**src/rtl/core/priority_sorted_insert_queue_macros.svh**
```systemverilog
// Assertion macros for the priority sorted insert queue.
// Used by the top level; depends on nothing else.
`ifndef PRIORITY_SORTED_INSERT_QUEUE_MACROS_SVH
`define PRIORITY_SORTED_INSERT_QUEUE_MACROS_SVH

// The consequent must hold in the same cycle as the antecedent.
`define PSIQ_ASSERT_SAME(label, clk, rst_n, ante, cons, msg) \
    label: assert property (@(posedge clk) disable iff (!rst_n) (ante) |-> (cons)) \
        else $error(msg);

// The consequent must hold in the cycle after the antecedent.
`define PSIQ_ASSERT_NEXT(label, clk, rst_n, ante, cons, msg) \
    label: assert property (@(posedge clk) disable iff (!rst_n) (ante) |=> (cons)) \
        else $error(msg);

`endif

```
**src/rtl/core/psiq_pkg.sv**
```systemverilog
// Shared types and constants for the priority sorted insert queue.
// Used by the interfaces, the storage cell and the top level.
package psiq_pkg;

    localparam int CAPACITY_DEF      = 16;
    localparam int TAG_BITS_DEF      = 16;
    localparam int PRIORITY_BITS_DEF = 4;
    localparam int STATUS_BITS       = 3;
    localparam int POSITION_BITS     = 4;

    localparam logic MODE_INSERT = 1'b0;
    localparam logic MODE_LIST   = 1'b1;

    typedef enum logic [STATUS_BITS-1:0] {
        ST_INSERTED = 3'd0,
        ST_INVALID  = 3'd1,
        ST_FULL     = 3'd2,
        ST_LISTED   = 3'd3,
        ST_EMPTY    = 3'd4
    } status_t;

    typedef enum logic [1:0] {
        CELL_HOLD,
        CELL_INSERT,
        CELL_ROTATE
    } cell_op_t;

    // Per-cell control, built by the top level for each position of the chain.
    typedef struct packed {
        cell_op_t op;
        logic     occupied;  // cell index is below the occupancy
        logic     at_end;    // cell index equals the occupancy
        logic     at_tail;   // cell index is the last occupied one
    } cell_ctrl_t;

endpackage

```
**src/rtl/core/psiq_req_if.sv**
```systemverilog
// Request channel of the priority sorted insert queue.
// Depends on psiq_pkg for default widths.
interface psiq_req_if import psiq_pkg::*; #(
    parameter int TAG_BITS      = TAG_BITS_DEF,
    parameter int PRIORITY_BITS = PRIORITY_BITS_DEF
);
    logic                     valid;
    logic                     ready;
    logic                     mode;
    logic [TAG_BITS-1:0]      entry_tag;
    logic [PRIORITY_BITS-1:0] priority_req;

    modport source (output valid, output mode, output entry_tag, output priority_req,
                    input ready);
    modport sink   (input valid, input mode, input entry_tag, input priority_req,
                    output ready);
endinterface

```
**src/rtl/core/psiq_rsp_if.sv**
```systemverilog
// Response channel of the priority sorted insert queue.
// Depends on psiq_pkg for default widths and field sizes.
interface psiq_rsp_if import psiq_pkg::*; #(
    parameter int TAG_BITS      = TAG_BITS_DEF,
    parameter int PRIORITY_BITS = PRIORITY_BITS_DEF
);
    logic                     valid;
    logic                     ready;
    logic [STATUS_BITS-1:0]   status;
    logic [TAG_BITS-1:0]      out_tag;
    logic [PRIORITY_BITS-1:0] out_priority;
    logic [POSITION_BITS-1:0] out_position;
    logic                     last;

    modport source (output valid, output status, output out_tag, output out_priority,
                    output out_position, output last, input ready);
    modport sink   (input valid, input status, input out_tag, input out_priority,
                    input out_position, input last, output ready);
endinterface

```
**src/rtl/core/priority_sorted_insert_queue.sv**
```systemverilog
// Top level of the priority sorted insert queue: control, cell chain and response register.
// Depends on psiq_pkg, psiq_req_if, psiq_rsp_if, psiq_cell and the assertion macro header.
//
// The queue keeps up to CAPACITY entries in a chain of cells, sorted by priority with the
// highest first; a new entry lands behind every entry of equal or higher priority, so equal
// priorities keep their arrival order. An insert request is decided in the cycle it is
// accepted: every cell compares its priority with the new one in parallel, the entries of
// lower priority move one cell toward the tail, and the single response (inserted, invalid
// or full) is written to the response register. Inserts therefore run at one request per
// cycle as long as the response side takes each response. A list request on n stored
// entries is accepted and then emits one entry per listing step; each step rotates the chain
// by one cell so that the head cell always holds the next entry to emit, and after n steps
// the chain is back in its original order. No request is accepted while a listing runs. A
// list request on an empty queue answers with one empty response. Entries are never
// removed; only reset empties the queue. Positions are reported in four bits.
`include "priority_sorted_insert_queue_macros.svh"

module priority_sorted_insert_queue import psiq_pkg::*; #(
    parameter int CAPACITY      = CAPACITY_DEF,
    parameter int TAG_BITS      = TAG_BITS_DEF,
    parameter int PRIORITY_BITS = PRIORITY_BITS_DEF
) (
    input  logic        clk,
    input  logic        rst_n,
    psiq_req_if.sink    req,
    psiq_rsp_if.source  rsp
);

    localparam int CNT_BITS = $clog2(CAPACITY + 1);

    typedef enum logic {
        S_IDLE,
        S_LIST
    } state_t;

    state_t                   state_reg;
    logic [CNT_BITS-1:0]      occ_reg;
    logic [CNT_BITS-1:0]      list_idx_reg;
    logic                     rsp_valid_reg;
    status_t                  status_reg;
    logic [TAG_BITS-1:0]      out_tag_reg;
    logic [PRIORITY_BITS-1:0] out_priority_reg;
    logic [POSITION_BITS-1:0] out_position_reg;
    logic                     last_reg;

    logic                     out_free;
    logic                     accept;
    logic                     is_list;
    logic                     is_invalid;
    logic                     is_full;
    logic                     insert_ok;
    logic                     list_step;
    logic                     list_last;
    cell_op_t                 op;
    logic [POSITION_BITS-1:0] land_pos;

    logic [TAG_BITS-1:0]      tag_w   [CAPACITY];
    logic [PRIORITY_BITS-1:0] pri_w   [CAPACITY];
    logic [CAPACITY-1:0]      shift_w;
    logic [CAPACITY-1:0]      land_w;

    // The response register is free when empty or when its response is taken this cycle.
    assign out_free   = !rsp_valid_reg || rsp.ready;
    assign req.ready  = (state_reg == S_IDLE) && out_free;
    assign accept     = req.valid && req.ready;
    assign is_list    = (req.mode == MODE_LIST);
    assign is_invalid = (req.entry_tag == '0) || (req.priority_req == '0);
    assign is_full    = (occ_reg == CNT_BITS'(CAPACITY));
    assign insert_ok  = accept && !is_list && !is_invalid && !is_full;
    assign list_step  = (state_reg == S_LIST) && out_free;
    assign list_last  = (CNT_BITS'(list_idx_reg + 1'b1) == occ_reg);

    always_comb
    begin
        if (insert_ok)
            op = CELL_INSERT;
        else if (list_step)
            op = CELL_ROTATE;
        else
            op = CELL_HOLD;
    end

    // The chain of cells. Each cell sees its left and right neighbor and the head cell.
    for (genvar i = 0; i < CAPACITY; i++)
    begin : g_cell
        cell_ctrl_t               ctrl;
        logic [TAG_BITS-1:0]      left_tag;
        logic [PRIORITY_BITS-1:0] left_pri;
        logic                     left_shift;
        logic [TAG_BITS-1:0]      right_tag;
        logic [PRIORITY_BITS-1:0] right_pri;

        assign ctrl.op       = op;
        assign ctrl.occupied = (occ_reg > CNT_BITS'(i));
        assign ctrl.at_end   = (occ_reg == CNT_BITS'(i));
        assign ctrl.at_tail  = (occ_reg == CNT_BITS'(i + 1));

        if (i == 0)
        begin : g_first
            assign left_tag   = '0;
            assign left_pri   = '0;
            assign left_shift = 1'b0;
        end
        else
        begin : g_inner
            assign left_tag   = tag_w[i-1];
            assign left_pri   = pri_w[i-1];
            assign left_shift = shift_w[i-1];
        end

        if (i == CAPACITY - 1)
        begin : g_last
            assign right_tag = tag_w[0];
            assign right_pri = pri_w[0];
        end
        else
        begin : g_mid
            assign right_tag = tag_w[i+1];
            assign right_pri = pri_w[i+1];
        end

        psiq_cell #(
            .TAG_BITS      (TAG_BITS),
            .PRIORITY_BITS (PRIORITY_BITS)
        ) u_cell (
            .clk        (clk),
            .ctrl       (ctrl),
            .new_tag    (req.entry_tag),
            .new_pri    (req.priority_req),
            .left_tag   (left_tag),
            .left_pri   (left_pri),
            .left_shift (left_shift),
            .right_tag  (right_tag),
            .right_pri  (right_pri),
            .head_tag   (tag_w[0]),
            .head_pri   (pri_w[0]),
            .tag        (tag_w[i]),
            .pri        (pri_w[i]),
            .shift      (shift_w[i]),
            .land       (land_w[i])
        );
    end

    // Exactly one cell lands the new entry, so its index is the OR of the flagged indexes.
    always_comb
    begin
        land_pos = '0;
        for (int i = 0; i < CAPACITY; i++)
        begin
            if (land_w[i])
                land_pos = land_pos | POSITION_BITS'(i);
        end
    end

    always_ff @(posedge clk or negedge rst_n)
    begin
        if (!rst_n)
        begin
            state_reg        <= S_IDLE;
            occ_reg          <= '0;
            list_idx_reg     <= '0;
            rsp_valid_reg    <= 1'b0;
            status_reg       <= ST_INSERTED;
            out_tag_reg      <= '0;
            out_priority_reg <= '0;
            out_position_reg <= '0;
            last_reg         <= 1'b0;
        end
        else
        begin
            unique case (state_reg)
                S_IDLE:
                begin
                    if (accept)
                    begin
                        out_tag_reg      <= '0;
                        out_priority_reg <= '0;
                        out_position_reg <= '0;
                        last_reg         <= 1'b1;
                        if (is_list)
                        begin
                            if (occ_reg == '0)
                            begin
                                rsp_valid_reg <= 1'b1;
                                status_reg    <= ST_EMPTY;
                            end
                            else
                            begin
                                // The first entry is emitted by the next listing step.
                                rsp_valid_reg <= 1'b0;
                                state_reg     <= S_LIST;
                                list_idx_reg  <= '0;
                            end
                        end
                        else if (is_invalid)
                        begin
                            rsp_valid_reg <= 1'b1;
                            status_reg    <= ST_INVALID;
                        end
                        else if (is_full)
                        begin
                            rsp_valid_reg <= 1'b1;
                            status_reg    <= ST_FULL;
                        end
                        else
                        begin
                            rsp_valid_reg    <= 1'b1;
                            status_reg       <= ST_INSERTED;
                            out_position_reg <= land_pos;
                            occ_reg          <= CNT_BITS'(occ_reg + 1'b1);
                        end
                    end
                    else if (rsp.ready)
                    begin
                        rsp_valid_reg <= 1'b0;
                    end
                end
                S_LIST:
                begin
                    // Without a step the pending response is still waiting and stays put.
                    if (list_step)
                    begin
                        rsp_valid_reg    <= 1'b1;
                        status_reg       <= ST_LISTED;
                        out_tag_reg      <= tag_w[0];
                        out_priority_reg <= pri_w[0];
                        out_position_reg <= POSITION_BITS'(list_idx_reg);
                        last_reg         <= list_last;
                        list_idx_reg     <= CNT_BITS'(list_idx_reg + 1'b1);
                        if (list_last)
                            state_reg <= S_IDLE;
                    end
                end
                default:
                begin
                    state_reg <= S_IDLE;
                end
            endcase
        end
    end

    assign rsp.valid        = rsp_valid_reg;
    assign rsp.status       = status_reg;
    assign rsp.out_tag      = out_tag_reg;
    assign rsp.out_priority = out_priority_reg;
    assign rsp.out_position = out_position_reg;
    assign rsp.last         = last_reg;

    // The occupancy never runs past the number of cells.
    `PSIQ_ASSERT_SAME(a_occ_bound, clk, rst_n, 1'b1, occ_reg <= CNT_BITS'(CAPACITY), "occupancy above capacity")
    // An accepted insert lands in exactly one cell, and no cell lands otherwise.
    `PSIQ_ASSERT_SAME(a_land_onehot, clk, rst_n, op == CELL_INSERT, $onehot(land_w), "insert did not land in exactly one cell")
    `PSIQ_ASSERT_SAME(a_land_quiet, clk, rst_n, op != CELL_INSERT, land_w == '0, "cell landed without an insert")
    // An accepted insert grows the occupancy by one.
    `PSIQ_ASSERT_NEXT(a_occ_grow, clk, rst_n, op == CELL_INSERT, occ_reg == CNT_BITS'($past(occ_reg) + 1'b1), "occupancy did not grow on insert")
    // The final listing step returns the block to idle.
    `PSIQ_ASSERT_NEXT(a_list_end, clk, rst_n, list_step && list_last, state_reg == S_IDLE && last_reg, "listing did not end after its last entry")

endmodule

```
**src/rtl/core/psiq_cell.sv**
```systemverilog
// One storage cell of the sorted chain: holds a tag and a priority.
// Depends on psiq_pkg for the cell control struct.
module psiq_cell import psiq_pkg::*; #(
    parameter int TAG_BITS      = TAG_BITS_DEF,
    parameter int PRIORITY_BITS = PRIORITY_BITS_DEF
) (
    input  logic                     clk,
    input  cell_ctrl_t               ctrl,
    input  logic [TAG_BITS-1:0]      new_tag,
    input  logic [PRIORITY_BITS-1:0] new_pri,
    input  logic [TAG_BITS-1:0]      left_tag,
    input  logic [PRIORITY_BITS-1:0] left_pri,
    input  logic                     left_shift,
    input  logic [TAG_BITS-1:0]      right_tag,
    input  logic [PRIORITY_BITS-1:0] right_pri,
    input  logic [TAG_BITS-1:0]      head_tag,
    input  logic [PRIORITY_BITS-1:0] head_pri,
    output logic [TAG_BITS-1:0]      tag,
    output logic [PRIORITY_BITS-1:0] pri,
    output logic                     shift,
    output logic                     land
);

    logic [TAG_BITS-1:0]      tag_reg, tag_next;
    logic [PRIORITY_BITS-1:0] pri_reg, pri_next;

    // An occupied cell of strictly lower priority moves one place toward the tail.
    assign shift = ctrl.occupied && (pri_reg < new_pri);
    assign land  = (ctrl.op == CELL_INSERT) && !left_shift && (shift || ctrl.at_end);

    always_comb
    begin
        tag_next = tag_reg;
        pri_next = pri_reg;
        unique case (ctrl.op)
            CELL_INSERT:
            begin
                if (left_shift)
                begin
                    tag_next = left_tag;
                    pri_next = left_pri;
                end
                else if (land)
                begin
                    tag_next = new_tag;
                    pri_next = new_pri;
                end
            end
            CELL_ROTATE:
            begin
                if (ctrl.at_tail)
                begin
                    tag_next = head_tag;
                    pri_next = head_pri;
                end
                else if (ctrl.occupied)
                begin
                    tag_next = right_tag;
                    pri_next = right_pri;
                end
            end
            default:
            begin
                tag_next = tag_reg;
                pri_next = pri_reg;
            end
        endcase
    end

    always_ff @(posedge clk)
    begin
        tag_reg <= tag_next;
        pri_reg <= pri_next;
    end

    assign tag = tag_reg;
    assign pri = pri_reg;

endmodule
```
**src/flat_wrapper.sv**
```systemverilog
// flat-port wrapper written by rule: the top's interface ports become plain ports
module priority_sorted_insert_queue_flat import psiq_pkg::*;
#(
    parameter int CAPACITY      = CAPACITY_DEF,
    parameter int TAG_BITS      = TAG_BITS_DEF,
    parameter int PRIORITY_BITS = PRIORITY_BITS_DEF
)
  (clk, rst_n, req_valid, req_mode, req_entry_tag, req_priority_req, req_ready, rsp_valid, rsp_status, rsp_out_tag, rsp_out_priority, rsp_out_position, rsp_last, rsp_ready);
  psiq_req_if #(.TAG_BITS(TAG_BITS), .PRIORITY_BITS(PRIORITY_BITS)) req_i ();
  psiq_rsp_if #(.TAG_BITS(TAG_BITS), .PRIORITY_BITS(PRIORITY_BITS)) rsp_i ();
  input  logic clk;
  input  logic rst_n;
  input wire logic [$bits(req_i.valid)-1:0] req_valid;
  input wire logic [$bits(req_i.mode)-1:0] req_mode;
  input wire logic [$bits(req_i.entry_tag)-1:0] req_entry_tag;
  input wire logic [$bits(req_i.priority_req)-1:0] req_priority_req;
  output wire logic [$bits(req_i.ready)-1:0] req_ready;
  output wire logic [$bits(rsp_i.valid)-1:0] rsp_valid;
  output wire logic [$bits(rsp_i.status)-1:0] rsp_status;
  output wire logic [$bits(rsp_i.out_tag)-1:0] rsp_out_tag;
  output wire logic [$bits(rsp_i.out_priority)-1:0] rsp_out_priority;
  output wire logic [$bits(rsp_i.out_position)-1:0] rsp_out_position;
  output wire logic [$bits(rsp_i.last)-1:0] rsp_last;
  input wire logic [$bits(rsp_i.ready)-1:0] rsp_ready;
  assign req_i.valid = req_valid;
  assign req_i.mode = req_mode;
  assign req_i.entry_tag = req_entry_tag;
  assign req_i.priority_req = req_priority_req;
  assign req_ready = req_i.ready;
  assign rsp_valid = rsp_i.valid;
  assign rsp_status = rsp_i.status;
  assign rsp_out_tag = rsp_i.out_tag;
  assign rsp_out_priority = rsp_i.out_priority;
  assign rsp_out_position = rsp_i.out_position;
  assign rsp_last = rsp_i.last;
  assign rsp_i.ready = rsp_ready;
  priority_sorted_insert_queue #(.CAPACITY(CAPACITY), .TAG_BITS(TAG_BITS), .PRIORITY_BITS(PRIORITY_BITS)) u_core (.clk(clk), .rst_n(rst_n), .req(req_i), .rsp(rsp_i));
endmodule
```
**config.mk**
```make
export PLATFORM = sky130hd
export DESIGN_NAME = priority_sorted_insert_queue_flat
export DESIGN_NICKNAME = d
export VERILOG_FILES = /design/src/rtl/core/psiq_pkg.sv /design/src/rtl/core/psiq_req_if.sv /design/src/rtl/core/psiq_rsp_if.sv /design/src/rtl/core/priority_sorted_insert_queue.sv /design/src/rtl/core/psiq_cell.sv /design/src/flat_wrapper.sv
export VERILOG_INCLUDE_DIRS = /design/src /design/src/rtl/core
export SDC_FILE = /design/constraint.sdc
export NUM_CORES = 1
export LEC_CHECK = 0
export BUFFER_PORTS_ARGS = -buffer_cell sky130_fd_sc_hd__buf_2
export CORE_MARGIN = 2
export CORE_UTILIZATION = 44
export DETAILED_ROUTE_END_ITERATION = 12
export PLACE_DENSITY_LB_ADDON = 0.05
export SLEW_MARGIN = 0
export SYNTH_ARGS = -nofsm -noshare
export SYNTH_HDL_FRONTEND = slang
export SYNTH_SLANG_ARGS = --single-unit
```
**constraint.sdc**
```tcl
create_clock -name clk -period 6.2 [get_ports clk]
set_input_delay 0.62 -clock clk [delete_from_list [all_inputs] [get_ports clk]]
set_output_delay 0.62 -clock clk [all_outputs]
set_load 0.05 [all_outputs]
```
==> results of run 1 <==
## report_power, final
group,switching (W),internal (W)
registers,0.00101,0.00447
clock network,0.00108,0.00158
logic,0.00460,0.00249
## worst paths after layout
| kind | to | cells after the start | slack [ps] |
|---|---|---|---|
| max | u_core.g_cell[8].u_cell.tag[11]$_DFFE_PP_ | 9 | 1780 |
| min | u_core.rsp.out_priority[2]$_DFFE_PN0P_ | 1 | 230 |
| max reg2reg | u_core.g_cell[8].u_cell.tag[11]$_DFFE_PP_ | 9 | 1780 |
| min reg2reg | u_core.rsp.out_tag[0]$_DFFE_PN0P_ | 1 | 500 |
| max in group asynchronous | u_core.rsp.out_tag[12]$_DFFE_PN0P_ | 1 | 5320 |
| min in group clk | u_core.state_reg$_DFF_PN0_ | 3 | 380 |
## cells by family (layout without fill, tap and decap cells)
logic type / Yosys count / in the layout
compound gates: 577 / 577
xor+xnor: 11 / 11
fa+ha+maj: 53 / 53
buf+inv: 242 / 205
flops: 360 / 360
mux: 198 / 198
simple gates: 967 / 967
## cell type report
class / instances / area [sq um]
clock buffer: 50 / 1150
clock inverter: 29 / 292
fill: 4739 / 25400
inverter: 11 / 41.3
multi-input combinational: 1806 / 11100
sequential: 360 / 10600
tap: 672 / 841
timing repair buffer: 115 / 748
## per-layer routing
layer / GRT usage / up-vias / routed length, um
li1: - / 8612 / -
met1: 0.415 / 9534 / 34900
met2: 0.471 / 695 / 36200
met3: 0.0406 / 134 / 5230
met4: 0.0832 / 0 / 1850
met5: 0 / - / 0
## worst max-delay path: stages, from the launching register on
cell	delay (ps)
dfrtp_1	830
inv_1	170
ha_1	290
nand2_1	630
nand2_1	250
or3_1	350
buf_4	260
nand2_1	120
nor2_1	70
a311oi_4	1000
## cell usage in the layout (no fill, tap or decap), types with 9 or more instances in the layout
cell type | Yosys | final
a211oi_1 | 125 | 123
nand3_1 | 12 | 12
nand2b_1 | 12 | 12
edfxtp_1 | 320 | 320
and3_1 | 45 | 45
nor3_1 | 14 | 9
clkinv_2 | 0 | 16
and2_1 | 27 | 27
nor2_1 | 241 | 241
mux2i_1 | 58 | 58
dfrtp_1 | 40 | 40
o21ai_0 | 49 | 47
ha_1 | 53 | 53
buf_4 | 3 | 59
a31oi_1 | 219 | 218
a22o_1 | 24 | 24
mux2_2 | 140 | 140
a21oi_1 | 96 | 96
clkbuf_16 | 0 | 45
nand2_1 | 538 | 537
buf_2 | 33 | 54
o22ai_1 | 20 | 20
nor2b_1 | 54 | 54
inv_1 | 9 | 9
## per-stage QoR
stage          power (W)  hold slack [ps]  setup WS, ps  area (sq um)   util
2_1_floorplan     0.0100              324          1540         22400      -
3_3_place_gp      0.0124              477          1860         23300  0.464
3_5_place_dp      0.0125              481          1780         23300  0.464
4_1_cts           0.0152              237          1840         24700  0.493
5_1_grt           0.0161              297          1420         24800  0.493
6_report          0.0152              226          1780         24800  0.493
==> key figures, run 1 <==
Run status
  – Status: completed

Setup path
  – Worst Setup SP: u_core.occ_reg[0]$_DFFE_PN0P_
  – RR Startpoint: u_core.occ_reg[0]$_DFFE_PN0P_
  – CP arrival: 4590 ps
  – Crit end category: flop
  – CP Launch Type: flop
  – CP Max Fanout: 24
  – WP data required: 6380 ps
  – Kind of critical path: reg2reg

Place
  – GP Congestion: 0.925
  – Dpl cells: 2963
  – DP Wirelength: slightly below 50000 um
  – # port buffers: 54

Synth
  – Seq cells post-synth: 360
  – Xor/xnor share of the synthesized area: 0.00431
  – Top post-synthesis cells by area: edfxtp_1 (43%), nand2_1 (9.0%), mux2_2 (7.1%)
  – Compound-gate portion of the synthesized area: 0.168
  – Yosys top cell area share: 0.430
  – Synth async-reset ratio: 0.111
  – Most common cell in the synthesized netlist: nand2_1
  – Number of synthesized flops with an enable pin: 320
  – Multiplexer share of the synthesized area: 0.0965
  – Post-synth cell types: 68
  – Simple-gate area share of the yosys netlist: 0.184
  – Post-synth top cells: nand2_1 (538), edfxtp_1 (320), nor2_1 (241)
  – Synth Instances: 2408
  – Adder-cell share of the synthesized area: 0.0297
  – Largest family of logic cells by synthesized area: simple AND/OR/NAND/NOR gates
  – Largest area contributor in the netlist: edfxtp_1
  – Syn Nets: 2486
  – Avg Synthesized Cell Area: 9.28 sq um
  – Register area share after synthesis: 0.475
  – Main synth FF type: edfxtp_1
  – Yosys warns: 0
  – Cell Area, Synth: 22400 sq um

CTS
  – Clock Path Buffers: 3
  – Clock Latency Late Sink: 580 ps
  – Htree depth: 2
  – Cts repair resizes: 0
  – Post-CTS Hold Fix Bufs: 0
  – Total CTS buffers: 43
  – CTS tree: done
  – Clock tree sinks: 360
  – Clock transition at the registers of the reported paths: 60 ps
  – Post-CTS Setup Inserts: 0
  – Root Driver: clkbuf_16

Timing
  – Layout Skew: between 15 and 20 ps
  – Rel. slew slack: 0.0426
  – Slew Limit Fails: 0
  – Fin crit share: 0.712
  – Slew of the pin with the lowest slew margin: ~1400 ps
  – Total negative setup slack: 0 ps
  – RSZ-0062 raised after global routing: no
  – Final hold violation count: 0
  – Min cycle time layout: 4420 ps
  – Fmax: 226 MHz
  – Final setup viols: 0

Job
  – Max-cap violations: 0

Floorplanning
  – Starting density of the core: 0.446
  – Core Region: 50200 sq um
  – Rows: 82
  – Die height: 229 um
  – IO Pins: 55
  – Die width: 229 um
  – DIE AREA: 52600 sq um

Layout
  – Max FFs per register: 256
  – Number of diodes: 0
  – Layout cells sized above 1: 0.153
  – Nets: 2415
  – Non-Filler Instances: 3043
  – Synth-to-Final Area Change: 10.7%

Power
  – P per Cell Area: 615 nW/um^2
  – Static Leak: 9.38 nW
  – Worst vdd ir: 256 uV

Hold path
  – Tightest Hold Check Type: in2async

Routing
  – Overall routed net length: 78200 um
  – Antenna Nets Post-Route: 0
  – Vias: 19000
  – Initial DRC Count: about 1800
  – Post-DR wirelength/cell: 25.7 um
  – Via density: between 6 and 7
  – # DRC: 0
  – DRT Pass-1 Iters: 5

GRT
  – Overflow after GRT: 0
  – GRT Util Overall: 0.294
  – Largest net degree at the start of global routing: 194
  – Vias in the first global route: ~19000
  – Initial antenna violation count: 0
  – First-pass GRT wire length: 119000 um
No activity file was read; power rests on OpenSTA's default activity.
==> run 2: changes to the inputs <==
--- a/config.mk
+++ b/config.mk
@@ -6,6 +6,7 @@
 export SDC_FILE = /design/constraint.sdc
 export NUM_CORES = 1
 export LEC_CHECK = 0
+export ABC_AREA = 1
 export BUFFER_PORTS_ARGS = -buffer_cell sky130_fd_sc_hd__buf_2
 export CORE_MARGIN = 2
 export CORE_UTILIZATION = 44
==> constraint.sdc (replaced) <==
create_clock -name clk -period 4.2 [get_ports clk]
set_input_delay 0.42 -clock clk [delete_from_list [all_inputs] [get_ports clk]]
set_output_delay 0.42 -clock clk [all_outputs]
set_load 0.05 [all_outputs]
==> key figures, run 2 <==
Setup path
  – CP Launch Type: flop (unchanged)
  – R2R Setup Slk: 670 ps (was 1780 ps)
  – CP arrival: 3710 ps (was 4590 ps)
  – Worst setup path end: u_core.g_cell[9].u_cell.tag[2]$_DFFE_PP_ (was u_core.g_cell[8].u_cell.tag[11]$_DFFE_PP_)
  – Instance count on the critical path: 11 (was 9)
  – CP bufs+invs: 3 (was 2)
  – WP data required: 4380 ps (was 6380 ps)
  – CP Max Fanout: 20 (was 24)
  – Worst Setup SP: u_core.occ_reg[0]$_DFFE_PN0P_ (unchanged)
  – Register-to-Register Path Depth: 11 (was 9)
  – Max incr delay on CP: 960 ps (was 1000 ps)
  – CP delay by family, top: compound AO/OA/AOI/OAI gates (was simple AND/OR/NAND/NOR gates)
  – CP max stage cell: a211oi_4 (was a311oi_4)
  – R2R Path End: u_core.g_cell[9].u_cell.tag[2]$_DFFE_PP_ (was u_core.g_cell[8].u_cell.tag[11]$_DFFE_PP_)
  – Crit end category: flop (unchanged)
  – CP cell instances: inv_1, ha_1, nand2_1, inv_1, nand2_1, nand2_1, nor2_2, nand3_2, nand2_2, inv_1, a211oi_4 (was inv_1, ha_1, nand2_1, nand2_1, or3_1, buf_4, nand2_1, nor2_1, a311oi_4)
  – Kind of critical path: reg2reg (unchanged)
  – RR Startpoint: u_core.occ_reg[0]$_DFFE_PN0P_ (unchanged)

Synth
  – Top post-synthesis cells by area: edfxtp_1 (44%), o21ai_0 (13%), nand2_1 (10%) (was edfxtp_1 (43%), nand2_1 (9.0%), mux2_2 (7.1%))
  – Largest area contributor in the netlist: edfxtp_1 (unchanged)
  – Post-synth cell types: 43 (was 68)
  – Post-synth top cells: nand2_1 (588), o21ai_0 (570), edfxtp_1 (320) (was nand2_1 (538), edfxtp_1 (320), nor2_1 (241))
  – Avg Synthesized Cell Area: 8.46 sq um (was 9.28 sq um)
  – Register area share after synthesis: 0.489 (was 0.475)
  – Seq cells post-synth: 360 (unchanged)
  – Yosys top cell area share: 0.443 (was 0.430)
  – Synth Instances: 2565 (was 2408)
  – Main synth FF type: edfxtp_1 (unchanged)
  – Cell Area, Synth: 21700 sq um (was 22400 sq um)
  – Synth async-reset ratio: 0.111 (unchanged)
  – Syn Nets: 2643 (was 2486)
  – Most common cell in the synthesized netlist: nand2_1 (unchanged)
  – Yosys warns: 0 (unchanged)
  – Number of synthesized flops with an enable pin: 320 (unchanged)

Layout
  – Non-Filler Instances: 3229 (was 3043)
  – Commonest non-fill, non-tap cell in the layout: nand2_1 (unchanged)
  – Layout cells sized above 1: 0.0955 (was 0.153)
  – Nets: 2609 (was 2415)
  – Number of diodes: 0 (unchanged)
  – Most frequent cells in the layout: nand2_1 (588), o21ai_0 (570), edfxtp_1 (320) (was nand2_1 (537), edfxtp_1 (320), nor2_1 (241))
  – Filler cells: 4719 (was 4739)
  – Max FFs per register: 256 (unchanged)
  – Synth-to-Final Area Change: 10.1% (was 10.7%)
  – Post-layout util: 0.489 (was 0.493)

GRT
  – GR peak layer: met1 (was met2)
  – Overflow after GRT: 0 (unchanged)
  – Vias in the first global route: 17600 (was 18700)
  – M3 GR Usage: 0.0787 (was 0.0406)
  – GRT Util Overall: 0.305 (was 0.294)
  – Grt met1 use: 0.498 (was 0.415)
  – First-pass GRT wire length: 116000 um (was 119000 um)
  – Met2 global-route usage: 0.389 (was 0.471)
  – Largest net degree at the start of global routing: 114 (was 194)
  – Initial antenna violation count: 1 (was 0)

Floorplanning
  – Die width: 226 um (was 229 um)
  – IO Pins: 55 (unchanged)
  – Rows: 81 (was 82)
  – Die height: 226 um (was 229 um)
  – DIE AREA: 51100 sq um (was 52600 sq um)
  – Core Region: 48800 sq um (was 50200 sq um)
  – Starting density of the core: 0.444 (was 0.446)

Timing
  – Total negative setup slack: 0 ps (unchanged)
  – Final hold violation count: 0 (unchanged)
  – RSZ-0062 raised after global routing: no (unchanged)
  – Min cycle time layout: 3530 ps (was 4420 ps)
  – Slew of the pin with the lowest slew margin: 1170 ps (was 1420 ps)
  – Slew Limit Fails: 0 (unchanged)
  – Rel. slew slack: 0.215 (was 0.0426)
  – Final setup viols: 0 (unchanged)
  – Fin crit share: 0.841 (was 0.712)
  – Layout Skew: 24.9 ps (was 19.7 ps)
  – Fmax: 283 MHz (was 226 MHz)

CTS
  – Clock tree sinks: 360 (unchanged)
  – CTS tree: done (unchanged)
  – Post-CTS Hold Fix Bufs: 0 (unchanged)
  – Clock Latency Late Sink: 580 ps (about the same)
  – Clock Path Buffers: 3 (unchanged)
  – Clock transition at the registers of the reported paths: 60 ps (about the same)
  – Post-CTS Setup Inserts: 0 (unchanged)
  – Root Driver: clkbuf_16 (unchanged)
  – Cts repair resizes: 0 (unchanged)
  – Htree depth: 2 (unchanged)
  – Total CTS buffers: 43 (unchanged)

Place
  – GP Congestion: 0.951 (was 0.925)
  – DP Wirelength: 54700 um (was 49000 um)
  – Dpl cells: 3150 (was 2963)
  – # port buffers: 54 (unchanged)

Routing
  – DRT Pass-1 Iters: 6 (was 5)
  – # DRC: 0 (unchanged)
  – Vias: 19700 (was 19000)
  – Post-DR wirelength/cell: 24.2 um (was 25.7 um)
  – Overall routed net length: 78000 um (was 78200 um)
  – Initial DRC Count: 2686 (was 1788)
  – Antenna Nets Post-Route: 0 (unchanged)
  – Via density: 6.09 (was 6.24)

Hold path
  – Tightest Hold Check Type: in2async (unchanged)

Power
  – Worst vdd ir: 459 uV (was 256 uV)
  – Total power: 0.0235 W (was 0.0152 W)
  – Static Leak: 9.14 nW (was 9.38 nW)
  – P per Cell Area: 983 nW/um^2 (was 615 nW/um^2)

Run status
  – Status: completed (unchanged)

Job
  – Max-cap violations: 0 (unchanged)
==> run 2: cell count changes in the layout (fill, tap and decap cells not counted), moves of 123 or more <==
cell	delta
o21ai_0	+523
nor2_1	-135
mux2_2	-140
inv_1	+129
a211oi_1	-123
a31oi_1	-217
==> run 2: cell type report <==
cell class              count  area (sq um)  area share
clock buffers              68          1210      0.0507
clock inverters            11          66.3     0.00278
inverters                 165           629      0.0263
multi-input cells        1835          9720       0.407
flip-flops and latches    360         10600       0.444
well taps                 664           831      0.0348
repair buffers            126           823      0.0345
==> run 2: kinds of logic after synthesis <==
family                   synth area share
AND/OR/NAND/NOR                     0.147
buffers and inverters              0.0713
XOR/XNOR                          0.00283
adder cells (fa/ha/maj)            0.0306
flip-flops                          0.489
multiplexers                      0.00877
AO/OA/AOI/OAI                       0.250
==> run 2: where the power goes <==
group          total, W  internal (W)  switching [W]
combinational    0.0116       0.00320        0.00843
sequential      0.00833       0.00691        0.00142
clock           0.00353       0.00198        0.00155
==> run 2: stage by stage <==
stage | area (sq um) | setup slack (ps) | hold WS (ps)
after global routing | 23900 | 446 | 122
after floorplan | 21700 | 7.29 | 124
final | 23900 | 670 | 43.2
after detailed placement | 22600 | 744 | 453
after global placement | 22600 | 791 | 450
after CTS | 23900 | 741 | 71.7
==> run 2: routing by layer <==
layer | wire length (um) | vias to the layer above
met1 | 37100 | 9324
met5 | 7 | -
met4 | 1300 | 2
met3 | 10100 | 83
met2 | 29500 | 1163
li1 | - | 9094
==> run 2: worst min-delay path by stage <==
stage | start | endpoint | slack (ps) | cells past startpoint
after floorplan | rst_n | u_core.list_idx_reg[0]$_DFFE_PN0P_ | 120 | 0
after global placement | u_core.rsp.out_tag[7]$_DFFE_PN0P_ | u_core.rsp.out_tag[7]$_DFFE_PN0P_ | 450 | 2
after detailed placement | u_core.rsp.out_tag[5]$_DFFE_PN0P_ | u_core.rsp.out_tag[5]$_DFFE_PN0P_ | 450 | 2
after CTS | rst_n | u_core.rsp.out_priority[0]$_DFFE_PN0P_ | 70 | 1
after global routing | rst_n | u_core.rsp.out_tag[4]$_DFFE_PN0P_ | 120 | 1
final | rst_n | u_core.rsp.out_tag[4]$_DFFE_PN0P_ | 40 | 1
==> run 3: changes to the inputs <==
==> constraint.sdc (replaced) <==
create_clock -name clk -period 3.5 [get_ports clk]
set_input_delay 0.35 -clock clk [delete_from_list [all_inputs] [get_ports clk]]
set_output_delay 0.35 -clock clk [all_outputs]
set_load 0.05 [all_outputs]
==> key figures, run 3 (same netlist as run 2, synthesis figures left out) <==
Run status
  – Status: completed (unchanged)

Layout
  – Max FFs per register: 256 (unchanged)
  – Nets: 2637 (was 2609)
  – Commonest non-fill, non-tap cell in the layout: nand2_1 (unchanged)
  – Layout cells sized above 1: 0.105 (was 0.0955)
  – Filler cells: 4746 (was 4719)
  – Number of diodes: 0 (unchanged)
  – Synth-to-Final Area Change: 11.6% (was 10.1%)
  – Most frequent cells in the layout: nand2_1 (588), o21ai_0 (570), edfxtp_1 (320) (unchanged)

Timing
  – Fin crit share: 0.905 (was 0.841)
  – Rel. slew slack: 0.148 (was 0.215)
  – Min cycle time layout: 3170 ps (was 3530 ps)
  – Total negative setup slack: 0 ps (unchanged)
  – Slew of the pin with the lowest slew margin: 1280 ps (was 1170 ps)
  – Final hold violation count: 0 (unchanged)
  – Fmax: 316 MHz (was 283 MHz)
  – Slew Limit Fails: 0 (unchanged)
  – RSZ-0062 raised after global routing: no (unchanged)
  – Final setup viols: 0 (unchanged)
  – Layout Skew: 24.8 ps (was 24.9 ps)

Routing
  – Via density: 6.05 (was 6.09)
  – Initial DRC Count: 2829 (was 2686)
  – Overall routed net length: 79400 um (was 78000 um)
  – Antenna Nets Post-Route: 0 (unchanged)
  – # DRC: 0 (unchanged)
  – DRT Pass-1 Iters: 7 (was 6)
  – Vias: 19700 (about the same)
  – Post-DR wirelength/cell: 24.4 um (was 24.2 um)

Setup path
  – CP Launch Type: flop (unchanged)
  – Kind of critical path: reg2reg (unchanged)
  – CP delay by family, top: simple AND/OR/NAND/NOR gates (was compound AO/OA/AOI/OAI gates)
  – CP bufs+invs: 4 (was 3)
  – Crit end category: flop (unchanged)
  – Max incr delay on CP: 660 ps (was 960 ps)
  – CP Max Fanout: 20 (unchanged)
  – Most Frequent Cell on Critical Path: nand2_1
  – CP arrival: 3420 ps (was 3710 ps)
  – WP data required: 3750 ps (was 4380 ps)
  – CP max stage cell: nor2_2 (was a211oi_4)
  – CP cell instances: inv_2, ha_1, nand2_1, inv_1, nand2_1, nand2_1, nor2_2, inv_2, nor2_2, nand3_1, a311oi_4, buf_4 (was inv_1, ha_1, nand2_1, inv_1, nand2_1, nand2_1, nor2_2, nand3_2, nand2_2, inv_1, a211oi_4)

Power
  – Total power: 0.0286 W (was 0.0235 W)
  – P per Cell Area: 1180 nW/um^2 (was 983 nW/um^2)
  – Worst vdd ir: 555 uV (was 459 uV)
  – Static Leak: 9.31 nW (was 9.14 nW)

Floorplanning
  – IO Pins: 55 (unchanged)
  – Rows: 81 (unchanged)
  – Core Region: 48800 sq um (unchanged)
  – Starting density of the core: 0.444 (unchanged)
  – DIE AREA: 51100 sq um (unchanged)
  – Die width: 226 um (unchanged)
  – Die height: 226 um (unchanged)

GRT
  – GRT Util Overall: 0.311 (was 0.305)
  – Initial antenna violation count: 1 (unchanged)
  – First-pass GRT wire length: 118000 um (was 116000 um)
  – Vias in the first global route: 17800 (was 17600)
  – Largest net degree at the start of global routing: 146 (was 114)
  – Overflow after GRT: 0 (unchanged)

CTS
  – Total CTS buffers: 44 (was 43)
  – Clock tree sinks: 360 (unchanged)
  – Clock transition at the registers of the reported paths: 60 ps (about the same)
  – Root Driver: clkbuf_16 (unchanged)
  – Post-CTS Setup Inserts: 0 (unchanged)
  – Clock Latency Late Sink: 590 ps (was 580 ps)
  – Htree depth: 2 (unchanged)
  – Clock Path Buffers: 3 (unchanged)
  – CTS tree: done (unchanged)

Place
  – # port buffers: 54 (unchanged)
  – GP Congestion: 0.926 (was 0.951)
  – DP Wirelength: 55700 um (was 54700 um)

Hold path
  – Tightest Hold Check Type: in2reg (was in2async)

Job
  – Max-cap violations: 0 (unchanged)
==> run 3: cell types whose count changed in the layout (fill, tap and decap cells not counted), sizes merged <==
| cell | before | now |
|---|---|---|
| buf | 126 | 152 |
| bufinv | 0 | 1 |
| clkbuf | 68 | 64 |
| clkinv | 29 | 26 |
| clkinvlp | 0 | 2 |
| dlygate4sd3 | 0 | 1 |
| inv | 147 | 148 |
==> run 3: per-layer routing <==
| metal | routed length, um | vias up | share of wire | GRT usage |
|---|---|---|---|---|
| met1 | 37500 | 9350 | 0.47 | 0.493 |
| li1 | - | 9134 | - | - |
| met4 | 1820 | 0 | 0.023 | 0.0838 |
| met2 | 30900 | 1106 | 0.39 | 0.412 |
| met3 | 9190 | 94 | 0.12 | 0.0752 |
| met5 | 0 | - | 0 | 0 |
==> run 3: layout make-up <==
class	count	area, sq um	area share
inverter	165	629	0.0260
multi-input combinational	1835	9720	0.401
timing repair buffer	153	1120	0.0462
tap	664	831	0.0343
sequential	360	10600	0.438
clock inverter	12	105	0.00434
clock buffer	64	1210	0.0498
==> run 3: worst paths after layout <==
| check | start | depth (start not counted) | slack [ps] | to |
|---|---|---|---|---|
| hold / removal | rsp_ready | 4 | 70 | u_core.rsp.valid$_DFFE_PN0P_ |
| setup reg to reg | u_core.occ_reg[1]$_DFFE_PN0P_ | 12 | 330 | u_core.g_cell[2].u_cell.tag[11]$_DFFE_PP_ |
| max in group asynchronous | rst_n | 2 | 2350 | u_core.occ_reg[4]$_DFFE_PN0P_ |
| min in group asynchronous | rst_n | 2 | 500 | u_core.rsp.out_tag[7]$_DFFE_PN0P_ |
| hold reg to reg | u_core.rsp.out_tag[14]$_DFFE_PN0P_ | 2 | 460 | u_core.rsp.out_tag[14]$_DFFE_PN0P_ |
| setup / recovery | u_core.occ_reg[1]$_DFFE_PN0P_ | 12 | 330 | u_core.g_cell[2].u_cell.tag[11]$_DFFE_PP_ |
==> run 3: stage by stage <==
stage | utilization | setup WS, ps | instance area (sq um) | cells | hold WS (ps)
floorplan | - | 12.0 | 21700 | 2565 | 54.4
global placement | 0.468 | 335 | 22900 | 3175 | 451
detailed placement | 0.468 | 380 | 22900 | 3175 | 453
CTS | 0.496 | 404 | 24200 | 3252 | 53.0
global route | 0.496 | 217 | 24200 | 3253 | 85.5
finish | 0.496 | 333 | 24200 | 3253 | 71.8
==> run 3: worst register-to-register path, delay by kind of cell, from the launching register on <==
family,cells,cell delay [ps]
simple gates,6,1370
flops,1,470
compound gates,1,280
fa+ha+maj,1,210
buf+inv,4,500
==> run 3: timing repair <==
item	CTS	global route
hold buffers	1	0
hold endpoints to repair	16	0
gates resized for setup	0	0
==> run 3: report_power, final <==
part	internal, W	switching (W)	leakage (nW)
Sequential	0.00828	0.00157	3.50
Combinational	0.00408	0.0103	5.17
Clock	0.00246	0.00188	0.631
